$ cat src/hdl/moi_pkg.sv
// Shared types, constants and the CORDIC arctangent table for the mecanum odometry core.
// No dependencies; every other file imports this package.
`default_nettype none
package moi_pkg;

  localparam int unsigned ATAN_ENTRIES = 24;
  localparam int unsigned IDX_W = 5;

  // input item kinds
  localparam logic CMD_TICK    = 1'b0;
  localparam logic CMD_COMMAND = 1'b1;

  // register indexes on the configuration port
  localparam logic [1:0] REG_RADIUS         = 2'd0;
  localparam logic [1:0] REG_INV_TRACK_SUM  = 2'd1;
  localparam logic [1:0] REG_STEP_PERIOD    = 2'd2;
  localparam logic [1:0] REG_CMD_TIMEOUT    = 2'd3;

  localparam logic [15:0] RST_RADIUS       = 16'd2621;
  localparam logic [19:0] RST_INV_TRACK    = 20'd81920;
  localparam logic [23:0] RST_STEP_PERIOD  = 24'd335544;
  localparam logic [31:0] RST_CMD_TIMEOUT  = 32'd500000;

  // fixed-point constants
  localparam logic signed [39:0] TWO_PI_Q29  = 40'sd3373259426;
  localparam logic signed [33:0] PI_Q30      = 34'sd3373259426;
  localparam logic signed [33:0] HALF_PI_Q30 = 34'sd1686629713;
  localparam logic signed [33:0] GAIN_Q30    = 34'sd652032874;
  localparam logic signed [20:0] PI_Q16      = 21'sd205887;
  localparam logic [19:0]        TWO_PI_Q16  = 20'd411775;
  // bias that makes any heading sum nonnegative before the modulo
  localparam logic signed [26:0] WRAP_BIAS   = 27'sd9264937;
  // floor(2^32 / TWO_PI_Q16)
  localparam logic signed [24:0] WRAP_RECIP  = 25'sd10430;

  typedef enum logic [4:0] {
    S_IDLE, S_CIRC_MUL, S_CIRC_RND, S_V_MUL, S_V_RND, S_SUMS, S_WZ_MUL, S_WZ,
    S_INC_MUL, S_WRAP_IN, S_WRAP_MUL, S_WRAP_Q, S_WRAP_FIX, S_ROT_LOAD, S_ROT,
    S_XC, S_YS, S_XS, S_YC, S_RY, S_PX_MUL, S_PX, S_PY, S_DONE
  } state_t;

  typedef enum logic [4:0] {
    OP_NONE, OP_CMD, OP_LOAD, OP_CIRC_MUL, OP_CIRC_RND, OP_V_MUL, OP_V_RND,
    OP_SUMS, OP_WZ_MUL, OP_WZ, OP_INC_MUL, OP_WRAP_IN, OP_WRAP_MUL, OP_WRAP_Q,
    OP_WRAP_FIX, OP_ROT_LOAD, OP_ROT, OP_XC, OP_YS, OP_XS, OP_YC, OP_RY,
    OP_PX_MUL, OP_PX, OP_PY, OP_PUBLISH
  } op_t;

  typedef struct packed {
    op_t              op;
    logic [IDX_W-1:0] idx;
  } dp_cmd_t;

  function automatic logic signed [33:0] atan_q30(input logic [IDX_W-1:0] i);
    case (i)
      5'd0:  atan_q30 = 34'sd843314856;
      5'd1:  atan_q30 = 34'sd497837829;
      5'd2:  atan_q30 = 34'sd263043836;
      5'd3:  atan_q30 = 34'sd133525158;
      5'd4:  atan_q30 = 34'sd67021686;
      5'd5:  atan_q30 = 34'sd33543515;
      5'd6:  atan_q30 = 34'sd16775850;
      5'd7:  atan_q30 = 34'sd8388437;
      5'd8:  atan_q30 = 34'sd4194282;
      5'd9:  atan_q30 = 34'sd2097149;
      5'd10: atan_q30 = 34'sd1048575;
      5'd11: atan_q30 = 34'sd524287;
      5'd12: atan_q30 = 34'sd262143;
      5'd13: atan_q30 = 34'sd131071;
      5'd14: atan_q30 = 34'sd65535;
      5'd15: atan_q30 = 34'sd32767;
      5'd16: atan_q30 = 34'sd16383;
      5'd17: atan_q30 = 34'sd8191;
      5'd18: atan_q30 = 34'sd4095;
      5'd19: atan_q30 = 34'sd2047;
      5'd20: atan_q30 = 34'sd1023;
      5'd21: atan_q30 = 34'sd511;
      5'd22: atan_q30 = 34'sd255;
      5'd23: atan_q30 = 34'sd127;
      default: atan_q30 = 34'sd0;
    endcase
  endfunction

endpackage
`default_nettype wire

$ cat src/hdl/moi_ctrl.sv
// Sequencer for the odometry core: steps the datapath through one tick and runs the handshakes.
// Depends on moi_pkg for the state, operation and command types.
`default_nettype none
module moi_ctrl #(
  parameter int CORDIC_STEPS = 16
) (
  input  wire logic            clk,
  input  wire logic            rst,
  input  wire logic            in_valid,
  input  wire logic            cmd,
  output logic                 in_stall,
  output logic                 out_valid,
  input  wire logic            out_stall,
  output moi_pkg::dp_cmd_t     dp_cmd
);
  import moi_pkg::*;

  state_t           state, state_next;
  logic [IDX_W-1:0] idx, idx_next;
  logic             out_valid_next;

  always_ff @(posedge clk) begin
    if (rst) begin
      state     <= S_IDLE;
      idx       <= '0;
      out_valid <= 1'b0;
    end else begin
      state     <= state_next;
      idx       <= idx_next;
      out_valid <= out_valid_next;
    end
  end

  assign in_stall = (state != S_IDLE);

  always_comb begin
    state_next     = state;
    idx_next       = idx;
    out_valid_next = out_valid && out_stall;
    dp_cmd.op      = OP_NONE;
    dp_cmd.idx     = idx;
    case (state)
      S_IDLE: begin
        if (in_valid) begin
          if (cmd == CMD_COMMAND) begin
            dp_cmd.op = OP_CMD;
          end else begin
            dp_cmd.op  = OP_LOAD;
            state_next = S_CIRC_MUL;
          end
        end
      end
      S_CIRC_MUL: begin
        dp_cmd.op  = OP_CIRC_MUL;
        state_next = S_CIRC_RND;
      end
      S_CIRC_RND: begin
        dp_cmd.op  = OP_CIRC_RND;
        idx_next   = '0;
        state_next = S_V_MUL;
      end
      S_V_MUL: begin
        dp_cmd.op  = OP_V_MUL;
        state_next = S_V_RND;
      end
      S_V_RND: begin
        dp_cmd.op = OP_V_RND;
        idx_next  = idx + 1'b1;
        if (idx == IDX_W'(3)) begin
          state_next = S_SUMS;
        end else begin
          state_next = S_V_MUL;
        end
      end
      S_SUMS: begin
        dp_cmd.op  = OP_SUMS;
        state_next = S_WZ_MUL;
      end
      S_WZ_MUL: begin
        dp_cmd.op  = OP_WZ_MUL;
        state_next = S_WZ;
      end
      S_WZ: begin
        dp_cmd.op  = OP_WZ;
        state_next = S_INC_MUL;
      end
      S_INC_MUL: begin
        dp_cmd.op  = OP_INC_MUL;
        state_next = S_WRAP_IN;
      end
      S_WRAP_IN: begin
        dp_cmd.op  = OP_WRAP_IN;
        state_next = S_WRAP_MUL;
      end
      S_WRAP_MUL: begin
        dp_cmd.op  = OP_WRAP_MUL;
        state_next = S_WRAP_Q;
      end
      S_WRAP_Q: begin
        dp_cmd.op  = OP_WRAP_Q;
        state_next = S_WRAP_FIX;
      end
      S_WRAP_FIX: begin
        dp_cmd.op  = OP_WRAP_FIX;
        state_next = S_ROT_LOAD;
      end
      S_ROT_LOAD: begin
        dp_cmd.op  = OP_ROT_LOAD;
        idx_next   = '0;
        state_next = S_ROT;
      end
      S_ROT: begin
        dp_cmd.op = OP_ROT;
        idx_next  = idx + 1'b1;
        if (idx == IDX_W'(CORDIC_STEPS - 1)) begin
          state_next = S_XC;
        end
      end
      S_XC: begin
        dp_cmd.op  = OP_XC;
        state_next = S_YS;
      end
      S_YS: begin
        dp_cmd.op  = OP_YS;
        state_next = S_XS;
      end
      S_XS: begin
        dp_cmd.op  = OP_XS;
        state_next = S_YC;
      end
      S_YC: begin
        dp_cmd.op  = OP_YC;
        state_next = S_RY;
      end
      S_RY: begin
        dp_cmd.op  = OP_RY;
        state_next = S_PX_MUL;
      end
      S_PX_MUL: begin
        dp_cmd.op  = OP_PX_MUL;
        state_next = S_PX;
      end
      S_PX: begin
        dp_cmd.op  = OP_PX;
        state_next = S_PY;
      end
      S_PY: begin
        dp_cmd.op  = OP_PY;
        state_next = S_DONE;
      end
      S_DONE: begin
        // hold until the output register is free or being taken
        if (!out_valid || !out_stall) begin
          dp_cmd.op      = OP_PUBLISH;
          out_valid_next = 1'b1;
          state_next     = S_IDLE;
        end
      end
      default: begin
        state_next = S_IDLE;
      end
    endcase
  end

endmodule
`default_nettype wire

$ cat config.mk
export PLATFORM = sky130hd
export DESIGN_NAME = moi_ctrl
export DESIGN_NICKNAME = d
export VERILOG_FILES = /design/src/hdl/moi_pkg.sv /design/src/hdl/moi_ctrl.sv
export SDC_FILE = /design/constraint.sdc
export NUM_CORES = 1
export LEC_CHECK = 0
export ABC_AREA = 1
export ABC_CLOCK_PERIOD_IN_PS = 1900
export BUFFER_PORTS_ARGS = -buffer_cell sky130_fd_sc_hd__buf_2
export CAP_MARGIN = 40
export CORE_MARGIN = 1.5
export CORE_UTILIZATION = 50
export CTS_CLUSTER_SIZE = 12
export DETAILED_ROUTE_END_ITERATION = 8
export PLACE_DENSITY_LB_ADDON = 0.25
export SETUP_SLACK_MARGIN = 0.05
export SYNTH_ARGS = -nofsm -noshare
export SYNTH_HDL_FRONTEND = slang
export SYNTH_SLANG_ARGS = --single-unit
export TNS_END_PERCENT = 30
$ cat constraint.sdc
create_clock -name clk -period 1.9 [get_ports clk]
set_input_delay 0.57 -clock clk [delete_from_list [all_inputs] [get_ports clk]]
set_output_delay 0.57 -clock clk [all_outputs]
set_load 0.05 [all_outputs]
=== Yosys cells after proc, flatten, opt, wreduce, memory -nomap -nowiden ===
Index checks and enable logic that the tools add are counted.

* Bits in registers: 11
* Latch bits: 0
* Bits in writable memories: 0
* ROM bits: 0
* Output and inout port bits: 12
* Logic and storage cells: 56
* Memories: 0

* Add/subtract/negate cells: 1
* Multiply operators: 0
* Divide/modulo/power cells: 0
* $lt $le $gt $ge: 0
* Equal/unequal tests: 29
* Shift operators: 0
* Mux-type cells: 13
* Bitwise gates (word level): 0
* Reduce and logical (&&, ||, !) cells: 10

{| class="wikitable"
|+ Operators by type and width
! cell !! number
|-
| $pmux W5 S24 || 2
|-
| $eq A5 B4 Y1 const B || 9
|-
| $eq A5 B5 Y1 const B || 8
|-
| $mux W5 || 5
|-
| $eq A5 B3 Y1 const B || 4
|-
| $eq A5 B2 Y1 const B || 3
|-
| $pmux W5 S2 || 1
|-
| $ne A2 B2 Y1 const B || 4
|-
| $add A5 B1 Y5 const B || 1
|-
| $eq A5 B1 Y1 const B || 1
|-
| $logic_not A5 Y1 || 1
|-
| $reduce_bool A5 Y1 || 1
|-
| $mux W2 || 2
|-
| $reduce_and A4 Y1 || 1
|-
| $reduce_or A2 Y1 || 2
|-
| $mux W3 || 1
|-
| $logic_not A1 Y1 || 2
|-
| $mux W1 || 2
|-
| $reduce_bool A2 Y1 || 1
|-
| $logic_and A1 B1 Y1 || 1
|-
| $logic_or A1 B1 Y1 || 1
|}

=== Depth between registers and ports, before layout ===
Gate-level depths: netlist of run 1.

* Word-level depth: 4
* Mapped depth: 10
* Depth with buffers taken out: 10

=== Worst setup path before layout of run 1 ===
OpenSTA, ideal clock, no wires.

* Path type: register to output
* Start point: register state[2]
* End point: output dp_cmd[6] (netlist bit)
* Data arrival time: 1860 ps
* Data required time: 1330 ps
* Setup slack: -530 ps
* Cell stages (with the launch flop): 7
* Path buffers: 1
* Path through: dfxtp_1 > buf_6 > nor2_4 > inv_2 > nor2_2 > inv_1 > o311ai_2

{| class="wikitable"
|+ RTL lines
! element !! line !! RTL
|-
| start, declared || moi_ctrl.sv:18 || <nowiki>state_t state, state_next;</nowiki>
|-
| start signal, assigned || moi_ctrl.sv:28 || <nowiki>state <= state_next;</nowiki>
|-
| end, declared || moi_ctrl.sv:14 || <nowiki>output moi_pkg::dp_cmd_t dp_cmd</nowiki>
|}

==> flow_summary.yaml, run 1 <==
critical_path:
  start_kind: "flop"
  critPathMaxFanout: 6
  setup.worst_path.class: "reg -> out"
  r2r_setup_slack_ps: 370
  regToRegEndpoint: "state[1]"
  worstPathRequired_ps: 1330
  crit_path_end_kind: "output pin"
  cp_data_arrival_time_ps: 1530
  critPathTopFamily: "simple AND/OR/NAND/NOR gates"
  rr_startpoint: "state[1]"
  rr_worst_depth: 12
  path_cells: "nor2_4, buf_6, nand3_1, nand2_2, nor2_4, o311ai_4, buf_6"
  slowest_delay_ps: 370
  slowest_stage: "dfxtp_4"
  cp_num_buf_inv: 2
finish:
  nNetsFinal: 227
  fin_area_um2: 1540
  layout-drive-gt1-share: 0.479
  fin_cells: 246
  synthToLayoutAreaGrowth_pct: 51.5
  diodes: 0
timing:
  period_share: 1.10
  finalSetupTns_ps: -964
  clock_skew_ps: 3.00
  period_needed_ps: 2100
  finalHoldViolations: 0
  fmax_ghz: 0.476
  rsz0062_at_grt: "true"
  relSlewSlack: 0.775
  setup_violations: 5
  worst_pin_slew_ps: 335
  slew_violations: 0
  timing.final.ws_setup_ps: -199
placement:
  place_ws_ps: -193
  place_area_um2: 1350
  dp.cells: 238
  gp_congestion: 0.965
  port_buffers: 16
  hpwl_um: 2420
yosys:
  synthCells: 168
  synth_cell_type_count: 30
  synth_top_cell_by_area: "dfxtp_1"
  synth_flop_cell: "dfxtp_1"
  ys_warn_count: 0
  async_flop_share: 0
  synth-seq-area-share: 0.217
  synth_seq_cells: 11
  synth_edf_count: 0
  synth.area.top_cells: "dfxtp_1 22%, nand2_1 14%, nand3_1 11%"
  syn_area_per_cell_um2: 6.05
  synth_area_um2: 1020
  synth_fp_nets: 175
  synth_top_area_frac: 0.217
clocking:
  cts_tree: "yes"
  cts_sinks: 11
  htree_num_levels: 1
  clock_latency_ps: 250
  cts.clk_slew.worst_paths_ps: 70
  root_buffer: "clkbuf_4"
  cts_buffers: 3
  hold_buffers: 0
  ctsLongestPathBuffers: 2
outcome:
  violations: "negative setup slack"
  status: "finished with violations"
grt:
  grt_pass1_vias: 1108
  grt_use_total: 0.290
  antenna_found_initial: 0
  grt_max_degree: 12
  grt_pass1_wl_um: 4750
  grt_overflow: 0
hold_path:
  hold_class: "reg -> reg"
  worstHoldStart: "idx[4]"
  min_path_cells: 2
  whs_endpoint: "idx[4]"
floorplan:
  die_x_um: 48.1
  die_h_um: 48.1
  num_rows: 16
  ios: 17
  die_area_um2: 2310
  initial_core_util: 0.523
  core_area_um2: 1940
run:
  drv_cap: 0
detailed_routing:
  drt_iter0_markers: 52
  vias: 1288
  drc: 0
  wl_per_cell_um: 12.9
  viasPerCell: 5.24
  ant_nets: 0
  wirelength_um: 3170
  first_pass_iters: 4
power_and_ir_drop:
  power.total_mw: 2.08
  power_density_nw_per_um2: 1350
  vdd.ir_drop.worst_mv: 1.15
  p_leak_nw: 0.811
==> synth_stat cells, types with 2 or more instances <==
master    count
o21ai_0       4
nand3_1      22
nand2_4       2
ha_1          2
nand4_1       4
o221ai_1      2
dfxtp_1      11
buf_2         2
inv_2         7
nor2_4        2
nor2_2        4
inv_1        20
nand2_2       3
a21oi_1       9
o21ai_1       2
nand2_1      39
nor2_1       17
nor3_1        4
==> worst register-to-register path: cells and delay by family (launching register included) <==
kind | cells | cell delay (ps)
AO/OA/AOI/OAI | 1 | 120
flip-flops | 1 | 380
buffers and inverters | 4 | 480
AND/OR/NAND/NOR | 7 | 470
==> power breakdown <==
group / internal [mW] / switching (mW) / leakage (nW)
combinational: 0.611 / 0.952 / 0.704
clock: 0.0808 / 0.0663 / 0.0150
sequential: 0.287 / 0.0782 / 0.0923
==> routing by layer <==
layer  share of wire  GRT usage
met2            0.51      0.483
met4           0.021      0.124
met3           0.049     0.0377
met5               0          0
met1            0.42      0.374
==> layout make-up <==
class | instances | area (µm²)
multi-input cells | 125 | 754
fillers | 145 | 403
repair buffers | 51 | 378
flip-flops and latches | 11 | 234
inverters | 28 | 113
well taps | 27 | 33.8
clock buffers | 4 | 26.3
==> worst max path at each step <==
stage | start | end | slack [ps] | cells past startpoint
after floorplan | state[2] | dp_cmd[6] | -300 | 6
after global placement | state[0] | dp_cmd[6] | -190 | 10
after detailed placement | state[0] | dp_cmd[6] | -190 | 10
after CTS | state[1] | dp_cmd[7] | -190 | 9
after global routing | state[1] | dp_cmd[6] | -270 | 10
final | state[2] | dp_cmd[6] | -200 | 7
==> cell usage in the layout (no fill, tap or decap), types with 2 or more instances in the layout <==
| cell | netlist | routed |
|---|---|---|
| buf_4 | 0 | 34 |
| inv_1 | 20 | 14 |
| nand2_4 | 2 | 4 |
| nor2_1 | 17 | 14 |
| nor2_2 | 4 | 3 |
| o221ai_1 | 2 | 2 |
| ha_1 | 2 | 2 |
| o21ai_1 | 2 | 2 |
| buf_2 | 2 | 11 |
| clkbuf_4 | 0 | 3 |
| nand4_1 | 4 | 4 |
| inv_2 | 7 | 12 |
| nand2_1 | 39 | 30 |
| nor3_2 | 1 | 2 |
| nor3_1 | 4 | 3 |
| nand3_2 | 0 | 3 |
| buf_6 | 1 | 6 |
| a21oi_1 | 9 | 9 |
| nor2_4 | 2 | 6 |
| dfxtp_1 | 11 | 6 |
| dfxtp_4 | 0 | 3 |
| o21ai_0 | 4 | 4 |
| nand2_2 | 3 | 10 |
| nand3_1 | 22 | 19 |
| dfxtp_2 | 0 | 2 |
==> kinds of logic (layout without fill, tap and decap cells) <==
logic type / count (synthesis) / in the layout / synth area share
adders and majority gates: 2 / 2 / 0.0246
AOI/OAI and AO/OA: 22 / 22 / 0.138
xor gates and xnor gates: 1 / 1 / 0.00862
buffers and inverters: 32 / 83 / 0.129
DFF: 11 / 11 / 0.217
and+or+nand+nor: 100 / 100 / 0.483
==> per-stage QoR <==
stage          hold slack [ps]  utilization
4_1_cts                    486        0.762
3_5_place_dp               480        0.694
5_1_grt                    504        0.793
3_3_place_gp               463        0.694
2_1_floorplan              611            -
6_report                   488        0.793
==> sequential cells by signal, indices dropped and copies added (netlist names) <==
signal	cells
idx	5
state	5
out_valid	1
==> what timing repair did <==
item | CTS | global route
pin swaps | 3 | 11
gates resized for setup | 34 | 15
buffers inserted | 2 | 2
endpoints found under the setup margin | 6 | 6
Power figures use the tool's default switching activity.
==> run 2, diff against run 1 <==
- PLACE_DENSITY: not set -> 0.73
- PLACE_DENSITY_LB_ADDON: 0.25 -> not set
- SETUP_SLACK_MARGIN: 0.05 -> 0.3
==> run 2 against run 1 <==
Compared with the run above: the run still ends with negative setup slack left; final area is 8.0% higher; combinational power rose by 9.6%; non-clock buffer count did not move; clock power up 18%; sequential power rose by 5.5%; largest cell class unchanged; highest routed layer unchanged.
==> flow_summary.yaml, run 2 (same netlist as run 1, synthesis figures left out) <==
clocking:
  cts.clk_slew.worst_paths_ps: 80
  cts_sinks: 11
  ctsLongestPathBuffers: 2
  root_buffer: "clkbuf_4"
  clock_latency_ps: 290
  htree_num_levels: 1
  cts_tree: "yes"
  cts_buffers: 3
floorplan:
  die_area_um2: 2310
  ios: 17
  core_area_um2: 1940
  num_rows: 16
  initial_core_util: 0.523
  die_h_um: 48.1
  die_x_um: 48.1
placement:
  place_ws_ps: -137
  place_area_um2: 1330
  gp_congestion: 0.964
  hpwl_um: 2480
  port_buffers: 16
grt:
  grt_pass1_vias: 1159
  busiest_layer: "met2"
  grt_max_degree: 12
  antenna_found_initial: 0
  use_met1: 0.378
  grt_overflow: 0
  use_met3: 0.0528
  grtUsageMet2: 0.576
  grt_use_total: 0.324
  grt_pass1_wl_um: 5100
timing:
  clock_skew_ps: 6.68
  period_needed_ps: 2170
  worst_pin_slew_ps: 369
  relSlewSlack: 0.753
  fmax_ghz: 0.462
  whs_ps: 481
  slew_violations: 0
  finalHoldViolations: 0
  finalSetupTns_ps: -1130
  rsz0062_at_grt: "true"
  setup_violations: 5
  period_share: 1.14
  timing.final.ws_setup_ps: -266
critical_path:
  rr_worst_depth: 13
  slowest_delay_ps: 390
  cp-endpoint: "dp_cmd[7]"
  setup.worst_path.class: "reg -> out"
  critPathTopFamily: "buffers and inverters"
  r2r_setup_slack_ps: 220
  crit_top_cell: "nand2_2"
  slowest_stage: "dfxtp_4"
  rr_startpoint: "state[1]"
  startpoint: "state[1]"
  cp_data_arrival_time_ps: 1600
  start_kind: "flop"
  regToRegEndpoint: "state[4]"
  crit_cells: 9
  critPathMaxFanout: 5
  crit_path_end_kind: "output pin"
  worstPathRequired_ps: 1330
  path_cells: "inv_2, nand2_2, buf_6, nor2_4, nand2_2, nand2_1, nor2_2, o211ai_1, buf_4"
  cp_num_buf_inv: 3
finish:
  multi_input_area_um2: 841
  final_common_cell: "buf_4"
  layout-drive-gt1-share: 0.557
  top_regs: "idx x5, state x5, out_valid x1"
  most-common-layout-cells: "32 x buf_4, 28 x nand2_1, 15 x nand3_1"
  nNetsFinal: 227
  diodes: 0
  fillers: 112
  seq_area_um2: 241
  synthToLayoutAreaGrowth_pct: 63.5
  fin_area_um2: 1660
outcome:
  violations: "negative setup slack"
  status: "finished with violations"
detailed_routing:
  first_pass_iters: 4
  ant_nets: 0
  drt_iter0_markers: 64
  viasPerCell: 5.37
  wirelength_um: 3600
  wl_per_cell_um: 14.6
  vias: 1322
  drc: 0
power_and_ir_drop:
  p_leak_nw: 0.855
  vdd.ir_drop.worst_mv: 1.07
  power_density_nw_per_um2: 1370
hold_path:
  hold_class: "reg -> reg"
run:
  drv_cap: 0
## run 2: what timing repair did
action / 4_1_cts / 5_1_grt
buffers inserted: 5 / 2
setup endpoints to repair: 6 / 9
pin swaps: 19 / 13
resized for setup: 63 / 20
cloned: 0 / 0
hold buffers: 0 / 0
## run 2: report_power, final
part	leakage, nW	internal [mW]	switching [mW]
clock	0.0177	0.0786	0.0953
sequential	0.0938	0.287	0.0982
combinational	0.743	0.682	1.03
## run 2: per-layer routing
metal	vias up	part of all wire
met3	18	0.067
met1	596	0.38
met5	-	0
met2	54	0.51
met4	0	0.034
li1	654	-
## run 2: worst min-delay path by stage
stage,startpoint,end,depth (start not counted)
2_1_floorplan,state[4],out_valid,4
3_3_place_gp,idx[3],idx[3],2
3_5_place_dp,idx[3],idx[3],2
4_1_cts,idx[3],idx[3],2
5_1_grt,idx[0],idx[0],1
6_report,idx[3],idx[3],2
## run 2: metrics by stage
stage	total power, mW	instances	util
2_1_floorplan	1.23	168	-
4_1_cts	2.15	244	0.817
3_3_place_gp	1.61	235	0.682
6_report	2.27	246	0.856
3_5_place_dp	1.63	235	0.682
5_1_grt	2.39	246	0.856
## run 2: cell type report
class	count	area share
multi-input cells	125	0.506
repair buffers	51	0.238
inverters	28	0.0738
flip-flops and latches	11	0.145
clock buffers	3	0.0136
clock inverters	1	0.00301
well taps	27	0.0203
## run 2: worst reg2reg max path: cells and delay by family, from the launching register on
| kind | cells | cell delay [ps] |
|---|---|---|
| buf+inv | 6 | 530 |
| flops | 1 | 420 |
| simple gates | 6 | 460 |
| compound gates | 1 | 180 |
